--- src/sv/ttl_pkg.sv ---
// Package for the telemetry terminal link unit: beat types, opcodes, states
// and default sizes. No dependencies.

package ttl_pkg;

    localparam int DISPLAY_CHARS_DEF  = 32;
    localparam int LINE_ONE_START_DEF = 1;
    localparam int LINE_TWO_START_DEF = 17;

    localparam int DELAY_W = 8;
    localparam logic [DELAY_W-1:0] DELAY_RESET = 8'd10;

    localparam logic [7:0] SPACE_CHAR = 8'h20;
    localparam logic [7:0] START_BYTE = 8'hFE;
    localparam logic [7:0] END_BYTE   = 8'hFF;
    localparam logic [3:0] NIBBLE_ONES = 4'hF;

    // clear_line selector codes; anything else clears the whole display
    localparam logic [1:0] CLR_ALL   = 2'd0;
    localparam logic [1:0] CLR_LINE1 = 2'd1;
    localparam logic [1:0] CLR_LINE2 = 2'd2;

    typedef enum logic [2:0] {
        OP_TICK      = 3'd0,
        OP_RX_BYTE   = 3'd1,
        OP_TX_SLOT   = 3'd2,
        OP_WRITE_CHR = 3'd3,
        OP_SET_CUR   = 3'd4,
        OP_CLEAR     = 3'd5,
        OP_READ_BTN  = 3'd6
    } t_op;

    typedef enum logic [2:0] {
        ST_IDLE,
        ST_EXEC,
        ST_READ,
        ST_CLEAR,
        ST_FIN
    } t_state;

    typedef struct packed {
        logic [2:0] operation;
        logic [7:0] rx_byte;
        logic       rx_ninth;
        logic       rx_error;
        logic [7:0] char_in;
        logic [5:0] cursor_position;
        logic [1:0] clear_line;
    } t_item;

    typedef struct packed {
        logic       tx_valid;
        logic [7:0] tx_byte;
        logic       tx_ninth;
        logic       frame_done;
        logic [3:0] button_value;
    } t_result;

endpackage

--- src/sv/ttl_ram.sv ---
// Generic single-write, single-read RAM with registered read data.
// No dependencies.

module ttl_ram #(
    parameter int WIDTH = 8,
    parameter int DEPTH = 33
) (
    input  logic                     i_clk,
    input  logic                     i_we,
    input  logic [$clog2(DEPTH)-1:0] i_waddr,
    input  logic [WIDTH-1:0]         i_wdata,
    input  logic                     i_re,
    input  logic [$clog2(DEPTH)-1:0] i_raddr,
    output logic [WIDTH-1:0]         o_rdata
);

    logic [WIDTH-1:0] r_mem [DEPTH];
    logic [WIDTH-1:0] r_rdata;

    always_ff @(posedge i_clk) begin
        if (i_we) begin
            r_mem[i_waddr] <= i_wdata;
        end
        if (i_re) begin
            r_rdata <= r_mem[i_raddr];
        end
    end

    assign o_rdata = r_rdata;

endmodule

--- src/sv/telemetry_terminal_link_unit.sv ---
// Telemetry terminal link unit: display store, cursor, button report and frame sender.
// Depends on ttl_pkg and ttl_ram.
//
//  channel | valid      | ready       | payload
//  --------+------------+-------------+---------------------------
//  in      | i_in_valid | o_in_ready  | i_in_data  (t_item)
//  res     | o_res_valid| i_res_ready | o_res_data (t_result)
//  cfg     | i_cfg_valid| o_cfg_ready | i_cfg_data (reply delay)
//
// Flow: one beat in, one beat out. The sequencer takes an item in IDLE, runs it in
// EXEC and hands the result over in FIN. A frame data slot adds the READ state for
// the registered store read. A clear sweeps its positions one at a time in CLEAR over
// the single store write port (16, 16 and 32 positions at default sizes).
// Reset: synchronous, active low; store positions read as spaces through per-entry
// valid bits cleared at once, so no sweep after reset.
// Stalls: the result register frees the sequencer; a new item is taken while an old
// result waits, and FIN holds only when that register is still full.

module telemetry_terminal_link_unit #(
    parameter int DISPLAY_CHARS  = ttl_pkg::DISPLAY_CHARS_DEF,
    parameter int LINE_ONE_START = ttl_pkg::LINE_ONE_START_DEF,
    parameter int LINE_TWO_START = ttl_pkg::LINE_TWO_START_DEF
) (
    input  logic                         i_clk,
    input  logic                         i_rst_n,
    input  logic                         i_in_valid,
    output logic                         o_in_ready,
    input  ttl_pkg::t_item               i_in_data,
    output logic                         o_res_valid,
    input  logic                         i_res_ready,
    output ttl_pkg::t_result             o_res_data,
    input  logic                         i_cfg_valid,
    output logic                         o_cfg_ready,
    input  logic [ttl_pkg::DELAY_W-1:0]  i_cfg_data
);
    import ttl_pkg::*;

    localparam int DEPTH = DISPLAY_CHARS + 1;
    localparam int AW    = $clog2(DEPTH);
    localparam int SW    = $clog2(DISPLAY_CHARS + 3);

    localparam logic [AW-1:0] LAST_POS  = AW'(DISPLAY_CHARS);
    localparam logic [SW-1:0] SEND_END  = SW'(DISPLAY_CHARS + 1);
    localparam logic [AW-1:0] CUR_HOME  =
        AW'((LINE_ONE_START > DISPLAY_CHARS) ? DISPLAY_CHARS : LINE_ONE_START);
    localparam logic [AW-1:0] CUR_LINE2 =
        AW'((LINE_TWO_START > DISPLAY_CHARS) ? DISPLAY_CHARS : LINE_TWO_START);

    // clear ranges, clipped to the store
    localparam int  L1_END_I = (LINE_TWO_START - 1 > DISPLAY_CHARS) ?
                               DISPLAY_CHARS : LINE_TWO_START - 1;
    localparam logic [AW-1:0] L1_START = AW'(LINE_ONE_START);
    localparam logic [AW-1:0] L1_END   = AW'(L1_END_I);
    localparam logic          L1_EMPTY = LINE_ONE_START > L1_END_I;
    localparam logic          L2_EMPTY = LINE_TWO_START > DISPLAY_CHARS;
    localparam logic [AW-1:0] L2_START = AW'(L2_EMPTY ? 0 : LINE_TWO_START);

    t_state             r_state, n_state;
    t_item              r_item, n_item;
    logic [DELAY_W-1:0] r_delay;
    logic [AW-1:0]      r_cursor, n_cursor;
    logic [SW-1:0]      r_send, n_send;
    logic               r_sending, n_sending;
    logic [DELAY_W-1:0] r_count, n_count;
    logic [3:0]         r_btn, n_btn;
    logic [3:0]         r_last, n_last;
    logic [DEPTH-1:0]   r_valid;
    logic [AW-1:0]      r_addr, n_addr;
    logic [AW-1:0]      r_end, n_end;
    logic               r_rd_vld, n_rd_vld;
    t_result            r_res, n_res;
    t_result            r_out, n_out;
    logic               r_out_valid, n_out_valid;

    logic               ram_we;
    logic [AW-1:0]      ram_waddr;
    logic [7:0]         ram_wdata;
    logic               ram_re;
    logic [AW-1:0]      ram_raddr;
    logic [7:0]         ram_rdata;

    ttl_ram #(
        .WIDTH (8),
        .DEPTH (DEPTH)
    ) u_store (
        .i_clk   (i_clk),
        .i_we    (ram_we),
        .i_waddr (ram_waddr),
        .i_wdata (ram_wdata),
        .i_re    (ram_re),
        .i_raddr (ram_raddr),
        .o_rdata (ram_rdata)
    );

    assign o_in_ready  = (r_state == ST_IDLE);
    assign o_cfg_ready = 1'b1;
    assign o_res_valid = r_out_valid;
    assign o_res_data  = r_out;
    assign ram_raddr   = r_send[AW-1:0];

    always_ff @(posedge i_clk) begin
        if (!i_rst_n) begin
            r_state     <= ST_IDLE;
            r_delay     <= DELAY_RESET;
            r_cursor    <= CUR_HOME;
            r_send      <= '0;
            r_sending   <= 1'b0;
            r_count     <= '0;
            r_btn       <= '0;
            r_last      <= '0;
            r_valid     <= '0;
            r_out_valid <= 1'b0;
        end else begin
            r_state     <= n_state;
            r_cursor    <= n_cursor;
            r_send      <= n_send;
            r_sending   <= n_sending;
            r_count     <= n_count;
            r_btn       <= n_btn;
            r_last      <= n_last;
            r_out_valid <= n_out_valid;
            if (i_cfg_valid) begin
                r_delay <= i_cfg_data;
            end
            if (ram_we) begin
                r_valid[ram_waddr] <= 1'b1;
            end
        end
    end

    // payload registers
    always_ff @(posedge i_clk) begin
        r_item   <= n_item;
        r_addr   <= n_addr;
        r_end    <= n_end;
        r_rd_vld <= n_rd_vld;
        r_res    <= n_res;
        r_out    <= n_out;
    end

    always_comb begin
        n_state     = r_state;
        n_item      = r_item;
        n_cursor    = r_cursor;
        n_send      = r_send;
        n_sending   = r_sending;
        n_count     = r_count;
        n_btn       = r_btn;
        n_last      = r_last;
        n_addr      = r_addr;
        n_end       = r_end;
        n_rd_vld    = r_rd_vld;
        n_res       = r_res;
        n_out       = r_out;
        n_out_valid = r_out_valid && !i_res_ready;
        ram_we      = 1'b0;
        ram_waddr   = r_addr;
        ram_wdata   = SPACE_CHAR;
        ram_re      = 1'b0;

        unique case (r_state)
            ST_IDLE: begin
                if (i_in_valid) begin
                    n_item  = i_in_data;
                    n_state = ST_EXEC;
                end
            end
            ST_EXEC: begin
                n_res   = '0;
                n_state = ST_FIN;
                case (r_item.operation)
                    OP_TICK: begin
                        if (r_count == DELAY_W'(1)) begin
                            n_count   = '0;
                            n_sending = 1'b1;
                        end else if (r_count != '0) begin
                            n_count = r_count - DELAY_W'(1);
                        end
                    end
                    OP_RX_BYTE: begin
                        if (!r_item.rx_error && !r_item.rx_ninth &&
                            r_item.rx_byte[3:0] == 4'h0) begin
                            n_btn   = r_item.rx_byte[7:4] ^ NIBBLE_ONES;
                            n_count = r_delay;
                        end
                    end
                    OP_TX_SLOT: begin
                        if (r_sending) begin
                            if (r_send == '0) begin
                                n_res.tx_valid = 1'b1;
                                n_res.tx_byte  = START_BYTE;
                                n_send         = SW'(1);
                            end else if (r_send == SEND_END) begin
                                n_res.tx_valid = 1'b1;
                                n_res.tx_byte  = END_BYTE;
                                n_send         = r_send + SW'(1);
                            end else if (r_send > SEND_END) begin
                                n_res.frame_done = 1'b1;
                                n_sending        = 1'b0;
                                n_send           = '0;
                            end else begin
                                // display position: fetch from the store
                                ram_re   = 1'b1;
                                n_rd_vld = r_valid[ram_raddr];
                                n_state  = ST_READ;
                            end
                        end
                    end
                    OP_WRITE_CHR: begin
                        ram_we    = 1'b1;
                        ram_waddr = r_cursor;
                        ram_wdata = r_item.char_in;
                        if (r_cursor != LAST_POS) begin
                            n_cursor = r_cursor + AW'(1);
                        end
                    end
                    OP_SET_CUR: begin
                        if (int'(r_item.cursor_position) > DISPLAY_CHARS) begin
                            n_cursor = LAST_POS;
                        end else begin
                            n_cursor = AW'(r_item.cursor_position);
                        end
                    end
                    OP_CLEAR: begin
                        case (r_item.clear_line)
                            CLR_LINE1: begin
                                n_cursor = CUR_HOME;
                                n_addr   = L1_START;
                                n_end    = L1_END;
                                if (!L1_EMPTY) begin
                                    n_state = ST_CLEAR;
                                end
                            end
                            CLR_LINE2: begin
                                n_cursor = CUR_LINE2;
                                n_addr   = L2_START;
                                n_end    = LAST_POS;
                                if (!L2_EMPTY) begin
                                    n_state = ST_CLEAR;
                                end
                            end
                            default: begin
                                n_cursor = CUR_HOME;
                                n_addr   = L1_START;
                                n_end    = LAST_POS;
                                n_state  = ST_CLEAR;
                            end
                        endcase
                    end
                    OP_READ_BTN: begin
                        if (r_last != r_btn) begin
                            n_last             = r_btn;
                            n_res.button_value = r_btn;
                        end
                    end
                    default: begin
                    end
                endcase
            end
            ST_READ: begin
                n_res.tx_valid = 1'b1;
                n_res.tx_byte  = r_rd_vld ? ram_rdata : SPACE_CHAR;
                n_res.tx_ninth = 1'b1;
                n_send         = r_send + SW'(1);
                n_state        = ST_FIN;
            end
            ST_CLEAR: begin
                ram_we    = 1'b1;
                ram_waddr = r_addr;
                ram_wdata = SPACE_CHAR;
                if (r_addr == r_end) begin
                    n_state = ST_FIN;
                end else begin
                    n_addr = r_addr + AW'(1);
                end
            end
            ST_FIN: begin
                if (!r_out_valid || i_res_ready) begin
                    n_out       = r_res;
                    n_out_valid = 1'b1;
                    n_state     = ST_IDLE;
                end
            end
            default: begin
                n_state = ST_IDLE;
            end
        endcase
    end

endmodule

--- config.mk ---
export PLATFORM = sky130hd
export DESIGN_NAME = telemetry_terminal_link_unit
export DESIGN_NICKNAME = d
export VERILOG_FILES = /design/src/sv/ttl_pkg.sv /design/src/sv/ttl_ram.sv /design/src/sv/telemetry_terminal_link_unit.sv
export SDC_FILE = /design/constraint.sdc
export NUM_CORES = 1
export LEC_CHECK = 0
export ABC_AREA = 0
export BUFFER_PORTS_ARGS = -buffer_cell sky130_fd_sc_hd__buf_2
export CAP_MARGIN = 20
export CORE_MARGIN = 1
export CORE_UTILIZATION = 40
export DETAILED_ROUTE_END_ITERATION = 8
export GPL_TIMING_DRIVEN = 0
export PLACE_DENSITY = 0.62
export SKIP_CTS_REPAIR_TIMING = 1
export SLEW_MARGIN = 25
export SYNTH_ARGS = -nofsm -noshare
export SYNTH_HDL_FRONTEND = slang
export SYNTH_SLANG_ARGS = --single-unit
--- constraint.sdc ---
create_clock -name i_clk -period 3.65 [get_ports i_clk]
set_input_delay 0.5475 -clock i_clk [delete_from_list [all_inputs] [get_ports i_clk]]
set_output_delay 0.5475 -clock i_clk [all_outputs]
set_load 0.02 [all_outputs]
==> qor.csv <==
metric,value,unit
hold_viol,0,
synthesis.nets,1129,
power_density,604,nW/um^2
slowest_stage,a21oi_1,
clock_skew,0.0227,ns
maxCapViolCount,0,
vias,9640,
cp_max_fo,10,
path_common_cell,buf_4,
seq_area,11700,um^2
layout_commonest_cell,edfxtp_1,
dpl.hpwl,25700,um
crit_path_start,r_send[0],
num_antenna_cells,0,
root_buffer,clkbuf_16,
period_share,86.2,%
worstReg2RegStart,r_send[0],
tns,0,ns
netlist_instances,1076,
critPathKind,flip-flop to flip-flop,
path_clk_slew,0.06,ns
vdd_drop_max,0.000343,V
slew_violations,0,
synthArstFlopShare,0,%
io_pins,60,
max_slew.worst_pin.slew,1.02,ns
gr-usage-all-layers,18.4,%
synth_flop_cell,edfxtp_1,
cts_tree,built,
failed_checks,design-rule violations,
drt_iter0_drc,843,
grt_pass1_wl,57900,um
area_growth,14.5,%
setup_viol,0,
clock-sinks,414,
antenna_found_initial,0,
final_nets,1229,
critPathRequiredTime,3.85,ns
synth_area_per_cell,15.5,um^2
avgRoutedWirePerCell,22.0,um
grt_pass1_vias,9668,
io_buffers,56,
initial_core_util,40.7,%
clk_latency,0.54,ns
cp-start-kind,flip-flop,
clk_path_buf_depth,3,
regToRegSetupSlack,0.50,ns
leakage,6.22,nW
placement_rows,74,
wirelength,38300,um
dieArea,42500,um^2
gp_congestion,0.890,
cp-end-kind,flip-flop,
cts_inserted_buffers,42,
final_cell_mix,"340 x edfxtp_1, 74 x nor2_1, 74 x dfxtp_1",
die_x,206,um
rsz0062_at_grt,no,
syn_area,16700,um^2
fp.dieH,206,um
dr.pass1.iters,7,
cts_max_level,2,
crit_path_max_incr_delay,0.39,ns
fmax,0.318,GHz
ys_ff_latch,414,
crit_arrival,3.35,ns
layout-drive-gt1-share,18.7,%
slew_headroom,31.7,%
fill_cells,3566,
hold_start,i_in_data[5],
synth_warnings,0,
synth_edf_count,340,
min_path_cells,1,
ant_nets,0,
avgViaCountPerCell,5.53,
grt_max_degree,34,
ys_seq_area_share,70.1,%
status,"complete, but fails checks",
min_period,3.15,ns
core_area,41000,um^2
ys_types,70,
rr_worst_depth,11,
drc,3,
hold_path.class,input port to flip-flop,
crit_chain,"clkbuf_1, buf_4, buf_4, buf_4, inv_1, ha_1, nand2b_1, nor3_1, a21oi_1, nand3_1, inv_1",
fin_hold_ws,0.180,ns
multi_input_area,4600,um^2
overflow,0,
## final timing paths
path | endpoint
worst max-delay path | u_store.o_rdata[3]
worst min-delay path | r_item[5]
worst max register to register | u_store.o_rdata[3]
worst min register to register | o_res_data[13]
## synth_stat cells (13+ instances only)
library cell	n	area, um^2
nand3_1	18	90.1
nor3_1	19	95.1
mux4_2	46	1040
nand2_1	42	158
a211oi_1	15	113
and2_1	15	93.8
edfxtp_1	340	10200
o22ai_1	21	131
inv_1	31	116
o21a_1	37	278
dfxtp_1	74	1480
buf_4	13	97.6
a221oi_1	16	140
mux2i_1	64	641
clkbuf_1	33	124
nor2_1	78	293
o21ai_0	18	90.1
a21oi_1	31	155
## where the power goes
group | internal (W) | switching [W]
Sequential | 0.00546 | 0.000121
Combinational | 0.000574 | 0.000965
Clock | 0.00270 | 0.00173
## metal layers
metal / wire length (um) / track usage (%) / up-vias
met5: 0 / 0 / -
met4: 1030 / 5.72 / 0
met3: 2130 / 2.74 / 77
met2: 18400 / 30.3 / 315
met1: 16700 / 25.3 / 4850
li1: - / - / 4398
## kinds of logic (layout without fill, tap and decap cells)
| kind of cell | after synthesis | count (layout) | synth area share (%) |
|---|---|---|---|
| AOI/OAI and AO/OA | 201 | 201 | 8.44 |
| xor gates and xnor gates | 10 | 10 | 0.525 |
| adders and majority gates | 11 | 11 | 0.825 |
| buffers and inverters | 93 | 227 | 2.50 |
| DFF | 414 | 414 | 70.1 |
| muxes | 120 | 120 | 10.7 |
| other | 1 | 1 | 0.0225 |
| and+or+nand+nor | 226 | 226 | 6.91 |
## registers in the layout, indices dropped and copies added, names as in the netlist, 6 cells and up
signal,cells
u_store.r_mem,264
r_delay,8
r_cursor,6
r_send,6
r_valid,33
u_store.o_rdata,8
r_count,8
r_addr,6
o_res_data,15
r_item,29
r_res,15
## area by class of cell
type | count | share of cell area [%]
well taps | 532 | 3.48
multi-input cells | 569 | 24.1
repair buffers | 56 | 1.47
inverters | 34 | 0.668
clock inverters | 14 | 0.884
flip-flops and latches | 414 | 61.2
clock buffers | 64 | 6.69
plain buffers | 59 | 1.52
## stage by stage
| step | setup slack, ns | power, W | area (um^2) | instances | utilization [%] |
|---|---|---|---|---|---|
| detailed placement | 0.563 | 0.00722 | 17600 | 1664 | 43.0 |
| global placement | 0.561 | 0.00720 | 17600 | 1664 | 43.0 |
| global route | 0.304 | 0.0119 | 19100 | 1742 | 46.6 |
| finish | 0.503 | 0.0115 | 19100 | 1742 | 46.6 |
| floorplan | 1.17 | 0.00675 | 16700 | 1076 | - |
| CTS | 0.534 | 0.0116 | 19100 | 1742 | 46.5 |
## worst max-delay path: cells and delay by family (launching register included)
kind / cells / cell delay (ns)
flops: 1 / 0.37
fa+ha+maj: 1 / 0.21
buf+inv: 6 / 1.39
simple gates: 3 / 0.44
compound gates: 1 / 0.39
No activity file was read; power rests on OpenSTA's default activity.
